$ cat config.mk
export PLATFORM = sky130hd
export DESIGN_NAME = morse_keying_bit_packer_top
export DESIGN_NICKNAME = d
export VERILOG_FILES = /design/src/mkbp_pkg.sv /design/src/mkbp_in_reg.sv /design/src/mkbp_keyer.sv /design/src/mkbp_emit.sv /design/src/morse_keying_bit_packer_top.sv
export SDC_FILE = /design/constraint.sdc
export NUM_CORES = 1
export LEC_CHECK = 0
export BUFFER_PORTS_ARGS = -buffer_cell sky130_fd_sc_hd__buf_4
export CORE_MARGIN = 2
export CORE_UTILIZATION = 50
export DETAILED_ROUTE_END_ITERATION = 8
export GPL_TIMING_DRIVEN = 0
export PLACE_DENSITY = 0.66
export SLEW_MARGIN = 10
export SYNTH_ARGS = -nofsm -noshare
export SYNTH_HDL_FRONTEND = slang
export SYNTH_SLANG_ARGS = --single-unit
$ cat constraint.sdc
create_clock -name aclk -period 10.5 [get_ports aclk]
set_clock_uncertainty 0.15 [all_clocks]
set_input_delay 1.05 -clock aclk [delete_from_list [all_inputs] [get_ports aclk]]
set_output_delay 1.05 -clock aclk [all_outputs]
set_load 0.01 [all_outputs]
$ cat src/mkbp_pkg.sv
// Shared types, code tables and lookup for the Morse keying bit packer.
package mkbp_pkg;

    localparam int unsigned CHAR_W    = 8;
    localparam int unsigned BYTE_W    = 8;
    localparam int unsigned VBITS_W   = 4;
    localparam int unsigned MAX_BYTES = 6;
    localparam int unsigned CNT_W     = 3;
    localparam int unsigned FILL_W    = 3;
    localparam int unsigned SYM_W     = 22;  // five dashes plus letter gap
    localparam int unsigned WIN_W     = MAX_BYTES * BYTE_W;
    localparam int unsigned NB_W      = 6;   // bit count of one character, up to 40

    localparam logic [7:0] CH_NUL   = 8'h00;
    localparam logic [7:0] CH_SPACE = 8'h20;
    localparam logic [7:0] CH_BANG  = 8'h21;
    localparam logic [7:0] CH_ZERO  = 8'h30;
    localparam logic [7:0] CH_NINE  = 8'h39;
    localparam logic [7:0] CH_UA    = 8'h41;
    localparam logic [7:0] CH_UZ    = 8'h5A;
    localparam logic [7:0] CH_LA    = 8'h61;
    localparam logic [7:0] CH_LZ    = 8'h7A;

    localparam logic [3:0] DASH_BITS = 4'b1110;
    localparam logic [1:0] DOT_BITS  = 2'b10;
    localparam logic [2:0] MAX_SYMS  = 3'd5;
    localparam logic [NB_W-1:0] SPACE_NB = 6'd4;
    localparam logic [NB_W-1:0] BANG_NB  = 6'd40;

    // Upper 3 bits: symbol count; lower 5: symbols, first in the highest used bit, 1 = dash.
    localparam logic [7:0] LETTER_CODES [26] = '{
        8'h41, 8'h88, 8'h8A, 8'h64, 8'h20, 8'h82, 8'h66, 8'h80, 8'h40, 8'h87,
        8'h65, 8'h84, 8'h43, 8'h42, 8'h67, 8'h86, 8'h8D, 8'h62, 8'h60, 8'h21,
        8'h61, 8'h81, 8'h63, 8'h89, 8'h8B, 8'h8C
    };
    localparam logic [7:0] DIGIT_CODES [10] = '{
        8'hBF, 8'hAF, 8'hA7, 8'hA3, 8'hA1, 8'hA0, 8'hB0, 8'hB8, 8'hBC, 8'hBE
    };

    typedef struct packed {
        logic [MAX_BYTES-1:0][BYTE_W-1:0] bytes;
        logic [CNT_W-1:0]                 count;
        logic [FILL_W-1:0]                flush_bits;
        logic                             has_last;
    } burst_t;

    // Return the symbol code of a letter or digit, zero for anything else.
    function automatic logic [7:0] code_lookup(input logic [7:0] c);
        logic [7:0] code;
        logic [7:0] off;
        code = 8'h00;
        off  = 8'h00;
        if (c >= CH_LA && c <= CH_LZ) begin
            off  = c - CH_LA;
            code = LETTER_CODES[off[4:0]];
        end else if (c >= CH_UA && c <= CH_UZ) begin
            off  = c - CH_UA;
            code = LETTER_CODES[off[4:0]];
        end else if (c >= CH_ZERO && c <= CH_NINE) begin
            off  = c - CH_ZERO;
            code = DIGIT_CODES[off[3:0]];
        end
        return code;
    endfunction

endpackage

$ cat src/mkbp_in_reg.sv
// Input register stage holding one accepted character beat.
module mkbp_in_reg (
    input  logic       aclk,
    input  logic       aresetn,
    input  logic       s_axis_tvalid,
    output logic       s_axis_tready,
    input  logic [7:0] s_axis_tdata,
    input  logic       s_axis_tlast,
    input  logic       advance,
    output logic       held_valid,
    output logic [7:0] held_char,
    output logic       held_last
);

    logic       vld_reg;
    logic [7:0] char_reg;
    logic       last_reg;

    assign s_axis_tready = !vld_reg || advance;
    assign held_valid    = vld_reg;
    assign held_char     = char_reg;
    assign held_last     = last_reg;

    always_ff @(posedge aclk) begin
        if (!aresetn) begin
            vld_reg <= 1'b0;
        end else if (s_axis_tready) begin
            vld_reg <= s_axis_tvalid;
        end
    end

    always_ff @(posedge aclk) begin
        if (s_axis_tvalid && s_axis_tready) begin
            char_reg <= s_axis_tdata;
            last_reg <= s_axis_tlast;
        end
    end

endmodule

$ cat src/mkbp_keyer.sv
// Keying logic: expands one character into bits, packs them behind the partial byte.
module mkbp_keyer (
    input  logic                 aclk,
    input  logic                 aresetn,
    input  logic [7:0]           in_char,
    input  logic                 in_last,
    input  logic                 advance,
    output mkbp_pkg::burst_t     burst
);

    logic [7:0]                          acc_reg, acc_next;
    logic [mkbp_pkg::FILL_W-1:0]         fill_reg, fill_next;
    logic                                stopped_reg, stopped_next;

    logic [7:0]                          code;
    logic [2:0]                          nsyms;
    logic [mkbp_pkg::SYM_W-1:0]          sym;
    logic [mkbp_pkg::NB_W-1:0]           nb;
    logic [mkbp_pkg::WIN_W-1:0]          str_l;
    logic [mkbp_pkg::WIN_W-1:0]          window;
    logic [mkbp_pkg::MAX_BYTES-1:0][7:0] win_bytes;
    logic [mkbp_pkg::NB_W-1:0]           total;
    logic [2:0]                          full;
    logic [mkbp_pkg::FILL_W-1:0]         rem;
    logic                                is_alnum;

    always_comb begin
        code     = mkbp_pkg::code_lookup(in_char);
        is_alnum = (code != 8'h00);
        nsyms    = (code[7:5] > mkbp_pkg::MAX_SYMS) ? mkbp_pkg::MAX_SYMS : code[7:5];
        sym      = '0;
        nb       = '0;
        // Build symbols right-aligned, first symbol ends up highest.
        for (int i = 4; i >= 0; i--) begin
            if (3'(i) < nsyms) begin
                if (code[i]) begin
                    sym = {sym[mkbp_pkg::SYM_W-5:0], mkbp_pkg::DASH_BITS};
                    nb  = nb + 6'd4;
                end else begin
                    sym = {sym[mkbp_pkg::SYM_W-3:0], mkbp_pkg::DOT_BITS};
                    nb  = nb + 6'd2;
                end
            end
        end
        sym = {sym[mkbp_pkg::SYM_W-3:0], 2'b00};
        nb  = nb + 6'd2;

        if (stopped_reg || in_char == mkbp_pkg::CH_NUL) begin
            nb = '0;
        end else if (is_alnum) begin
            // keep symbol string
        end else if (in_char == mkbp_pkg::CH_SPACE) begin
            nb = mkbp_pkg::SPACE_NB;
        end else if (in_char == mkbp_pkg::CH_BANG) begin
            nb = mkbp_pkg::BANG_NB - {3'b000, fill_reg};
        end else begin
            nb = '0;
        end

        // Only alphanumerics carry ones; every other case keys zeros.
        if (is_alnum && !stopped_reg) begin
            str_l = {{(mkbp_pkg::WIN_W - mkbp_pkg::SYM_W){1'b0}}, sym}
                    << (6'(mkbp_pkg::WIN_W) - nb);
        end else begin
            str_l = '0;
        end

        window = {acc_reg, {(mkbp_pkg::WIN_W - 8){1'b0}}} | (str_l >> fill_reg);
        // First keyed byte sits at index 0.
        for (int k = 0; k < mkbp_pkg::MAX_BYTES; k++) begin
            win_bytes[k] = window[mkbp_pkg::WIN_W-1-8*k -: 8];
        end
        total     = {3'b000, fill_reg} + nb;
        full      = total[5:3];
        rem       = total[2:0];

        burst.bytes      = win_bytes;
        burst.count      = full + {2'b00, in_last};
        burst.flush_bits = rem;
        burst.has_last   = in_last;

        if (in_last) begin
            acc_next     = '0;
            fill_next    = '0;
            stopped_next = 1'b0;
        end else begin
            acc_next     = win_bytes[full];
            fill_next    = rem;
            stopped_next = stopped_reg || (in_char == mkbp_pkg::CH_NUL);
        end
    end

    always_ff @(posedge aclk) begin
        if (!aresetn) begin
            acc_reg     <= '0;
            fill_reg    <= '0;
            stopped_reg <= 1'b0;
        end else if (advance) begin
            acc_reg     <= acc_next;
            fill_reg    <= fill_next;
            stopped_reg <= stopped_next;
        end
    end

endmodule

$ cat src/mkbp_emit.sv
// Result register: holds a character's bytes, sends one per cycle unless stalled.
module mkbp_emit (
    input  logic              aclk,
    input  logic              aresetn,
    input  mkbp_pkg::burst_t  burst_in,
    input  logic              load,
    output logic              free,
    output logic              m_axis_tvalid,
    input  logic              m_axis_tready,
    output logic [15:0]       m_axis_tdata,
    output logic              m_axis_tlast
);

    mkbp_pkg::burst_t              burst_reg;
    logic [mkbp_pkg::CNT_W-1:0]    cnt_reg;
    logic [mkbp_pkg::CNT_W-1:0]    idx_reg;
    logic [mkbp_pkg::CNT_W-1:0]    sel;
    logic                          final_beat;
    logic [3:0]                    vbits;

    always_comb begin
        sel        = (idx_reg > 3'd5) ? 3'd5 : idx_reg;
        final_beat = burst_reg.has_last && (idx_reg == cnt_reg - 3'd1);
        vbits      = final_beat ? {1'b0, burst_reg.flush_bits} : 4'd8;
        m_axis_tvalid = (idx_reg != cnt_reg);
        m_axis_tdata  = {4'b0000, vbits, burst_reg.bytes[sel]};
        m_axis_tlast  = final_beat;
        free          = !m_axis_tvalid || (m_axis_tready && (idx_reg + 3'd1 == cnt_reg));
    end

    always_ff @(posedge aclk) begin
        if (!aresetn) begin
            cnt_reg <= '0;
            idx_reg <= '0;
        end else if (load) begin
            cnt_reg <= burst_in.count;
            idx_reg <= '0;
        end else if (m_axis_tvalid && m_axis_tready) begin
            idx_reg <= idx_reg + 3'd1;
        end
    end

    always_ff @(posedge aclk) begin
        if (load) begin
            burst_reg <= burst_in;
        end
    end

endmodule

$ cat src/morse_keying_bit_packer_top.sv
// Top level of the Morse keying bit packer.
// Input stream: one ASCII character per beat on s_axis_tdata[7:0]; s_axis_tlast marks
// the final character of a message and flushes the partial byte.
// Output stream: one packed byte per beat, first keyed bit in bit 7. m_axis_tdata[11:8]
// gives the count of valid leading bits (8 for full bytes, 0 for the empty end marker);
// m_axis_tlast is high on the final beat of a message.
// A character is held in the input register, is keyed and packed in one pass, and
// its bytes are loaded into the result register, from which they are sent.
// Bytes leave at one per cycle while the receiver is ready. A character produces
// 0 to 3 bytes for letters, digits and space, 5 for '!', and one more when the
// character ends a message (6 at most). Characters that complete no byte are taken
// every cycle while the result register has no bytes left to send.
// When the receiver stalls, the result register holds its beat, the next character
// waits in the input register, and s_axis_tready drops once both are occupied.
// Reset clears the partial byte, the fill count and the stopped flag, and empties
// both registers.
module morse_keying_bit_packer_top (
    input  logic        aclk,
    input  logic        aresetn,
    input  logic        s_axis_tvalid,
    output logic        s_axis_tready,
    input  logic [7:0]  s_axis_tdata,   // [7:0] character
    input  logic        s_axis_tlast,   // last_char
    output logic        m_axis_tvalid,
    input  logic        m_axis_tready,
    output logic [15:0] m_axis_tdata,   // [7:0] packed_byte, [11:8] valid_bits, rest 0
    output logic        m_axis_tlast    // last_byte
);

    logic             held_valid;
    logic [7:0]       held_char;
    logic             held_last;
    logic             free;
    logic             advance;
    mkbp_pkg::burst_t burst;

    assign advance = held_valid && free;

    mkbp_in_reg u_in_reg (
        .aclk          (aclk),
        .aresetn       (aresetn),
        .s_axis_tvalid (s_axis_tvalid),
        .s_axis_tready (s_axis_tready),
        .s_axis_tdata  (s_axis_tdata),
        .s_axis_tlast  (s_axis_tlast),
        .advance       (advance),
        .held_valid    (held_valid),
        .held_char     (held_char),
        .held_last     (held_last)
    );

    mkbp_keyer u_keyer (
        .aclk    (aclk),
        .aresetn (aresetn),
        .in_char (held_char),
        .in_last (held_last),
        .advance (advance),
        .burst   (burst)
    );

    mkbp_emit u_emit (
        .aclk          (aclk),
        .aresetn       (aresetn),
        .burst_in      (burst),
        .load          (advance),
        .free          (free),
        .m_axis_tvalid (m_axis_tvalid),
        .m_axis_tready (m_axis_tready),
        .m_axis_tdata  (m_axis_tdata),
        .m_axis_tlast  (m_axis_tlast)
    );

endmodule

==> impl_metrics.csv, run 1 <==
group,metric,value,unit
clock_network,clock-root-buffer,"clkbuf_16",
sta,fmax,0.0991,GHz
logic_synthesis,synthTopCellsByArea,"edfxtp_1 18%, mux2i_1 6.9%, nor2_1 5.2%",
floorplan,num_rows,52,
critical_path,worst-path-buf-inv,9,
detailed_routing,route.vias.total,11300,
power_and_ir_drop,peakVddDrop,200,µV
logic_synthesis,synth_commonest_cells,"144 x nor2_1, 124 x nand2_1, 78 x a21oi_1",
logic_synthesis,synth.cell_area,0.0104,mm²
critical_path,cp_max_fo,10,
critical_path,endpoint_kind,"flop",
finish,nets,1381,
placed_design,hpwl,31100,µm
logic_synthesis,yosysTopAreaCellShare,17.6,%
finish,antenna_cells,0,
min_path,min_to,"u_keyer.acc_reg[3]",
detailed_routing,wl_per_cell,24.9,µm
detailed_routing,postRouteWirelength,40200,µm
detailed_routing,drt-vias-per-instance,7.01,
sta,fin_crit,10.10,ns
floorplan,initial_utilization,51.2,%
detailed_routing,firstDrtPassIters,9,
sta,timing.setup.tns,0,ns
critical_path,cp_slowest_cell,"mux4_2",
sta,hold_violations,0,
critical_path,rrSetupSlack,0.40,ns
critical_path,worstPathRequired,10.58,ns
power_and_ir_drop,powerDensity,170,mW/mm²
critical_path,cp_common_cell,"inv_1",
clock_network,hold_buffers,0,
sta,worst_slew_pin_slew,0.949,ns
finish,area_growth,12.8,%
floorplan,boundaryPins,32,
global_route,gr-total-overflow,0,
run_status,status,"finished, final reports clean",
global_route,top_usage_layer,"met1",
sta,min_period_over_period,96.1,%
critical_path,path_class,"flop to flop",
sta,setup_violations,0,
critical_path,r2r_cells,38,
clock_network,numCtsBuffers,9,
logic_synthesis,yosys.area.top_type,"edfxtp_1",
critical_path,cp_slowest_stage_delay,0.55,ns
power_and_ir_drop,report.power.total,2000,µW
clock_network,cts_tree,"built",
critical_path,arrival,10.17,ns
power_and_ir_drop,p_leak,0.00438,µW
global_route,grt_util_all_layers,35.7,%
floorplan,die_h,148,µm
global_route,antenna_found_initial,0,
global_route,grt_pass1_vias,10100,
logic_synthesis,synth_most_common_cell,"nor2_1",
sta,slew_headroom,36.3,%
placed_design,routabilityCongestion,0.998,
logic_synthesis,synth.distinct_cells,116,
logic_synthesis,async_flop_share,0,%
clock_network,cts.path.max_buffers,2,
global_route,grt_use_met2,52.2,%
global_route,use_met3,4.14,%
min_path,whs_path_depth,2,
global_route,grt_max_degree,62,
critical_path,timing.rr.start,"u_in_reg.held_char[0]",
critical_path,r2r_end,"u_keyer.acc_reg[0]",
logic_synthesis,synth_cells,1293,
min_path,min-delay-start,"u_keyer.acc_reg[3]",
clock_network,insertion_delay,0.34,ns
logic_synthesis,ys_seq_area_share,21.2,%
clock_network,clock-sinks,80,
sta,drv_slew,0,
critical_path,path_delay_family,"compound AO/OA/AOI/OAI gates",
finish,drive_above_1_share,17.9,%
global_route,grt_pass1_wl,61200,µm
finish,fillers,1889,
finish,largest_reg_flops,52,
detailed_routing,ant_nets,0,
clock_network,htree_levels,3,
clock_network,cts.clk_slew.worst_paths,0.06,ns
floorplan,design.die.area,0.0220,mm²
global_route,met1_usage,54.5,%
logic_synthesis,synth_seq_cells,80,
critical_path,cp-start-kind,"flop",
detailed_routing,drcViolationCount,0,
floorplan,dieWidth,148,µm
logic_synthesis,yosysWarnings,0,
logic_synthesis,synthFlopType,"edfxtp_1",
flow_run,cap_violations,0,
placed_design,io_buffers,27,
logic_synthesis,synth_enable_flop_cells,61,
detailed_routing,drt_iter0_markers,1633,
min_path,hold_path.class,"flop to flop",
logic_synthesis,synth_area_per_cell,8.07,µm²
floorplan,core,0.0204,mm²
## layer usage
metal  part of all wire (%)  up-vias
met5                      0        -
li1                       -     5057
met3                     11      105
met2                     42      766
met4                    3.9        0
met1                     44     5411
## worst max path at each step
stage / start / end / cells past startpoint
2_1_floorplan: u_in_reg.held_char[1] / u_keyer.acc_reg[6] / 38
3_3_place_gp: u_in_reg.held_char[1] / u_keyer.acc_reg[5] / 40
3_5_place_dp: u_in_reg.held_char[1] / u_keyer.acc_reg[5] / 40
4_1_cts: u_in_reg.held_char[1] / u_keyer.acc_reg[4] / 39
5_1_grt: u_in_reg.held_char[0] / u_keyer.acc_reg[2] / 38
6_report: u_in_reg.held_char[0] / u_keyer.acc_reg[0] / 38
## stage by stage
stage	setup WS, ns	area [µm²]	hold slack (ns)	util [%]	cells
2_1_floorplan	1.35	10400	0.276	-	1296
3_3_place_gp	-0.955	11000	0.314	53.9	1593
3_5_place_dp	-0.957	11000	0.314	54.0	1593
4_1_cts	-0.0198	11400	0.322	55.8	1608
5_1_grt	-0.0114	11800	0.371	57.8	1617
6_report	0.405	11800	0.326	57.8	1617
## where the power goes
| part | switching [µW] | internal [µW] |
|---|---|---|
| combinational | 817 | 471 |
| sequential | 17.3 | 391 |
| clock | 122 | 183 |
## worst register-to-register path: cells and delay by family, from the launching register on
family | cells | cell delay (ns)
AO/OA/AOI/OAI | 12 | 2.85
XOR/XNOR | 1 | 0.25
adder cells (fa/ha/maj) | 5 | 1.56
buffers and inverters | 9 | 1.45
flip-flops | 1 | 0.50
multiplexers | 4 | 1.48
AND/OR/NAND/NOR | 7 | 1.73
## logic make-up (layout without fill, tap and decap cells)
family                   Yosys count  count (layout)  share of synthesized area [%]
adder cells (fa/ha/maj)           26              26                           3.19
multiplexers                     128             128                           14.4
AND/OR/NAND/NOR                  462             462                           21.7
buffers and inverters            134             185                           5.62
other                              1               4                         0.0359
flip-flops                        80              80                           21.2
XOR/XNOR                          32              32                           3.41
AO/OA/AOI/OAI                    430             430                           30.4
## placed cells by master (no fill, tap or decap), types with 17 or more instances in the layout
| cell type | n |
|---|---|
| mux2i_1 | 62 |
| nor2_1 | 143 |
| o211ai_1 | 17 |
| a211oi_1 | 18 |
| dfxtp_1 | 19 |
| nand3_1 | 32 |
| a21oi_1 | 70 |
| o21ai_0 | 62 |
| edfxtp_1 | 61 |
| inv_1 | 33 |
| buf_4 | 46 |
| clkbuf_1 | 49 |
| ha_1 | 23 |
| nand2_1 | 123 |
| nand2b_1 | 17 |
| nor3_1 | 32 |
| mux2_2 | 38 |
## layout make-up
type	instances	area (µm²)	share of cell area, %
clock inverter	6	58.8	0.500
inverter	36	139	1.18
multi-input combinational	1082	8050	68.4
tap	270	338	2.87
clock buffer	10	229	1.95
sequential	80	2210	18.8
timing repair buffer	37	278	2.36
buffer	96	464	3.94
## timing repair
item,4_1_cts,5_1_grt
endpoints found under the hold margin,0,0
cloned,0,0
pin swaps,0,8
setup endpoints to repair,50,52
buffers inserted,0,10
gates resized for setup,18,62
(Power assumes the default switching activity.)
==> run 2: changes to the inputs <==
--- a/config.mk
+++ b/config.mk
@@ -6,11 +6,12 @@
 export NUM_CORES = 1
 export LEC_CHECK = 0
 export BUFFER_PORTS_ARGS = -buffer_cell sky130_fd_sc_hd__buf_4
+export CAP_MARGIN = 40
 export CORE_MARGIN = 2
-export CORE_UTILIZATION = 50
+export CORE_UTILIZATION = 45
 export DETAILED_ROUTE_END_ITERATION = 8
 export GPL_TIMING_DRIVEN = 0
-export PLACE_DENSITY = 0.66
+export SKIP_CTS_REPAIR_TIMING = 1
 export SLEW_MARGIN = 10
 export SYNTH_ARGS = -nofsm -noshare
 export SYNTH_HDL_FRONTEND = slang
==> run 2 against run 1 <==
Sequential share of layout area shrank 0.14 points; register-to-register slack gained 0.04 ns; clock-buffer cell count is the same; critical path type unchanged; largest cell class unchanged; highest routed layer unchanged.
==> impl_metrics.csv, run 2 (synthesis results as in run 1) <==
group,metric,value,unit
sta,fin_crit,10.05,ns
sta,hold_violations,0,
floorplan,num_rows,55,
floorplan,boundaryPins,32,
finish,largest_reg_flops,52,
global_route,grt_max_degree,62,
sta,timing.final.ws_setup,0.448,ns
clock_network,cts_tree,"built",
sta,setup_violations,0,
sta,drv_slew,0,
clock_network,insertion_delay,0.34,ns
min_path,hold_path.class,"flop to flop",
critical_path,path_delay_family,"compound AO/OA/AOI/OAI gates",
power_and_ir_drop,p_switching,962,µW
power_and_ir_drop,p_seq_share,20.2,%
sta,min_period_over_period,95.7,%
run_status,status,"finished, final reports clean",
clock_network,cts.clk_slew.worst_paths,0.07,ns
clock_network,clock-root-buffer,"clkbuf_16",
placed_design,routabilityCongestion,1.01,
critical_path,cp-start-kind,"flop",
power_and_ir_drop,powerDensity,170,mW/mm²
clock_network,cts.path.max_buffers,2,
critical_path,r2r_cells,38,
global_route,grt_pass1_vias,10300,
critical_path,cp_slowest_stage_delay,0.50,ns
detailed_routing,firstDrtPassIters,6,
detailed_routing,drcViolationCount,0,
sta,rsz0062_at_grt,"false",
finish,final_util,52.2,%
floorplan,dieWidth,156,µm
placed_design,io_buffers,27,
detailed_routing,route.vias.total,11100,
critical_path,cp_common_cell,"inv_1",
clock_network,htree_levels,3,
finish,drive_above_1_share,18.1,%
detailed_routing,wl_per_cell,24.4,µm
detailed_routing,drt_iter0_markers,1696,
power_and_ir_drop,p_leak,0.00445,µW
floorplan,die_h,156,µm
clock_network,clock-sinks,80,
critical_path,rrSetupSlack,0.45,ns
power_and_ir_drop,power_frac_comb,63.7,%
clock_network,numCtsBuffers,9,
critical_path,path_class,"flop to flop",
critical_path,endpoint_kind,"flop",
finish,layout_commonest_cell,"nor2_1",
detailed_routing,ant_nets,0,
sta,timing.setup.tns,0,ns
min_path,min_to,"u_keyer.acc_reg[3]",
floorplan,initial_utilization,45.9,%
critical_path,arrival,10.13,ns
power_and_ir_drop,sw_frac_of_total,47.6,%
floorplan,core,0.0227,mm²
critical_path,worstPathRequired,10.58,ns
global_route,gr-total-overflow,0,
power_and_ir_drop,peakVddDrop,176,µV
sta,fmax,0.0995,GHz
critical_path,cp_max_fo,17,
finish,nets,1388,
placed_design,hpwl,31200,µm
critical_path,timing.rr.start,"u_in_reg.held_char[1]",
global_route,grt_util_all_layers,31.9,%
finish,antenna_cells,0,
detailed_routing,postRouteWirelength,39900,µm
placed_design,pre_cts_ws,-0.997,ns
global_route,grt_pass1_wl,60800,µm
critical_path,r2r_end,"u_keyer.acc_reg[2]",
finish,area_growth,13.6,%
flow_run,cap_violations,0,
power_and_ir_drop,power_frac_clock,16.2,%
floorplan,design.die.area,0.0244,mm²
critical_path,worst-path-buf-inv,8,
finish,most-common-layout-cells,"143 x nor2_1, 123 x nand2_1, 72 x a21oi_1, 64 x mux2i_1",
min_path,whs_path_depth,2,
critical_path,cp_slowest_cell,"or3b_2",
sta,worst_slew_pin_slew,0.852,ns
min_path,min-delay-start,"u_keyer.acc_reg[3]",
detailed_routing,drt-vias-per-instance,6.80,
sta,slew_headroom,41.7,%
power_and_ir_drop,p_int,1060,µW
global_route,antenna_found_initial,0,
==> run 2: cell count changes in the layout (fill, tap and decap cells not counted), sizes merged <==
cell    before  now
buf         79   86
clkinv       4    1
inv         35   38
==> run 2: stage by stage <==
stage               instance area [µm²]  instances  power, µW  hold slack (ns)
floorplan                         10400       1296       1220            0.276
global placement                  11000       1608       1540            0.313
detailed placement                11000       1611       1530            0.315
CTS                               11300       1627       1860            0.327
global route                      11900       1639       2110            0.364
finish                            11900       1639       2020            0.332
==> run 2: worst max-delay path by stage <==
stage,cells past startpoint,slack (ns),startpoint,end
after floorplan,38,1.35,u_in_reg.held_char[1],u_keyer.acc_reg[6]
after detailed placement,38,-1.0,u_in_reg.held_char[1],u_keyer.acc_reg[1]
after global placement,40,-1.07,u_in_reg.held_char[1],u_keyer.acc_reg[1]
after global routing,36,0.005,u_in_reg.held_char[1],u_keyer.acc_reg[6]
after CTS,38,-1.05,u_in_reg.held_char[1],u_keyer.acc_reg[1]
final,38,0.45,u_in_reg.held_char[1],u_keyer.acc_reg[2]
==> run 2: layer usage <==
layer  part of all wire, %  track usage [%]  vias to the layer above
met5                     0                0                        -
met4                   2.5             8.08                        0
met3                    10             5.26                       89
met2                    42             47.5                      690
met1                    45             47.9                     5281
li1                      -                -                     5088
==> run 2: area by class of cell <==
class | count | area (µm²)
sequential | 80 | 2210
clock buffer | 10 | 239
buffer | 96 | 468
inverter | 36 | 135
clock inverter | 6 | 73.8
timing repair buffer | 44 | 328
fill | 2239 | 10900
tap | 285 | 357
multi-input combinational | 1082 | 8040
==> run 2: power groups by stage <==
stage	logic [µW]	registers, µW	clock network (µW)
final	1290	407	326
after global routing	1360	411	342
after CTS	1120	408	331
after detailed placement	1120	414	0
after global placement	1120	416	0
after floorplan	809	410	0
==> run 2: worst register-to-register path: cells and delay by family, from the launching register on <==
family	cells	cell delay, ns
AO/OA/AOI/OAI	17	3.97
adder cells (fa/ha/maj)	5	1.64
buffers and inverters	8	1.46
flip-flops	1	0.45
multiplexers	1	0.35
AND/OR/NAND/NOR	7	1.93
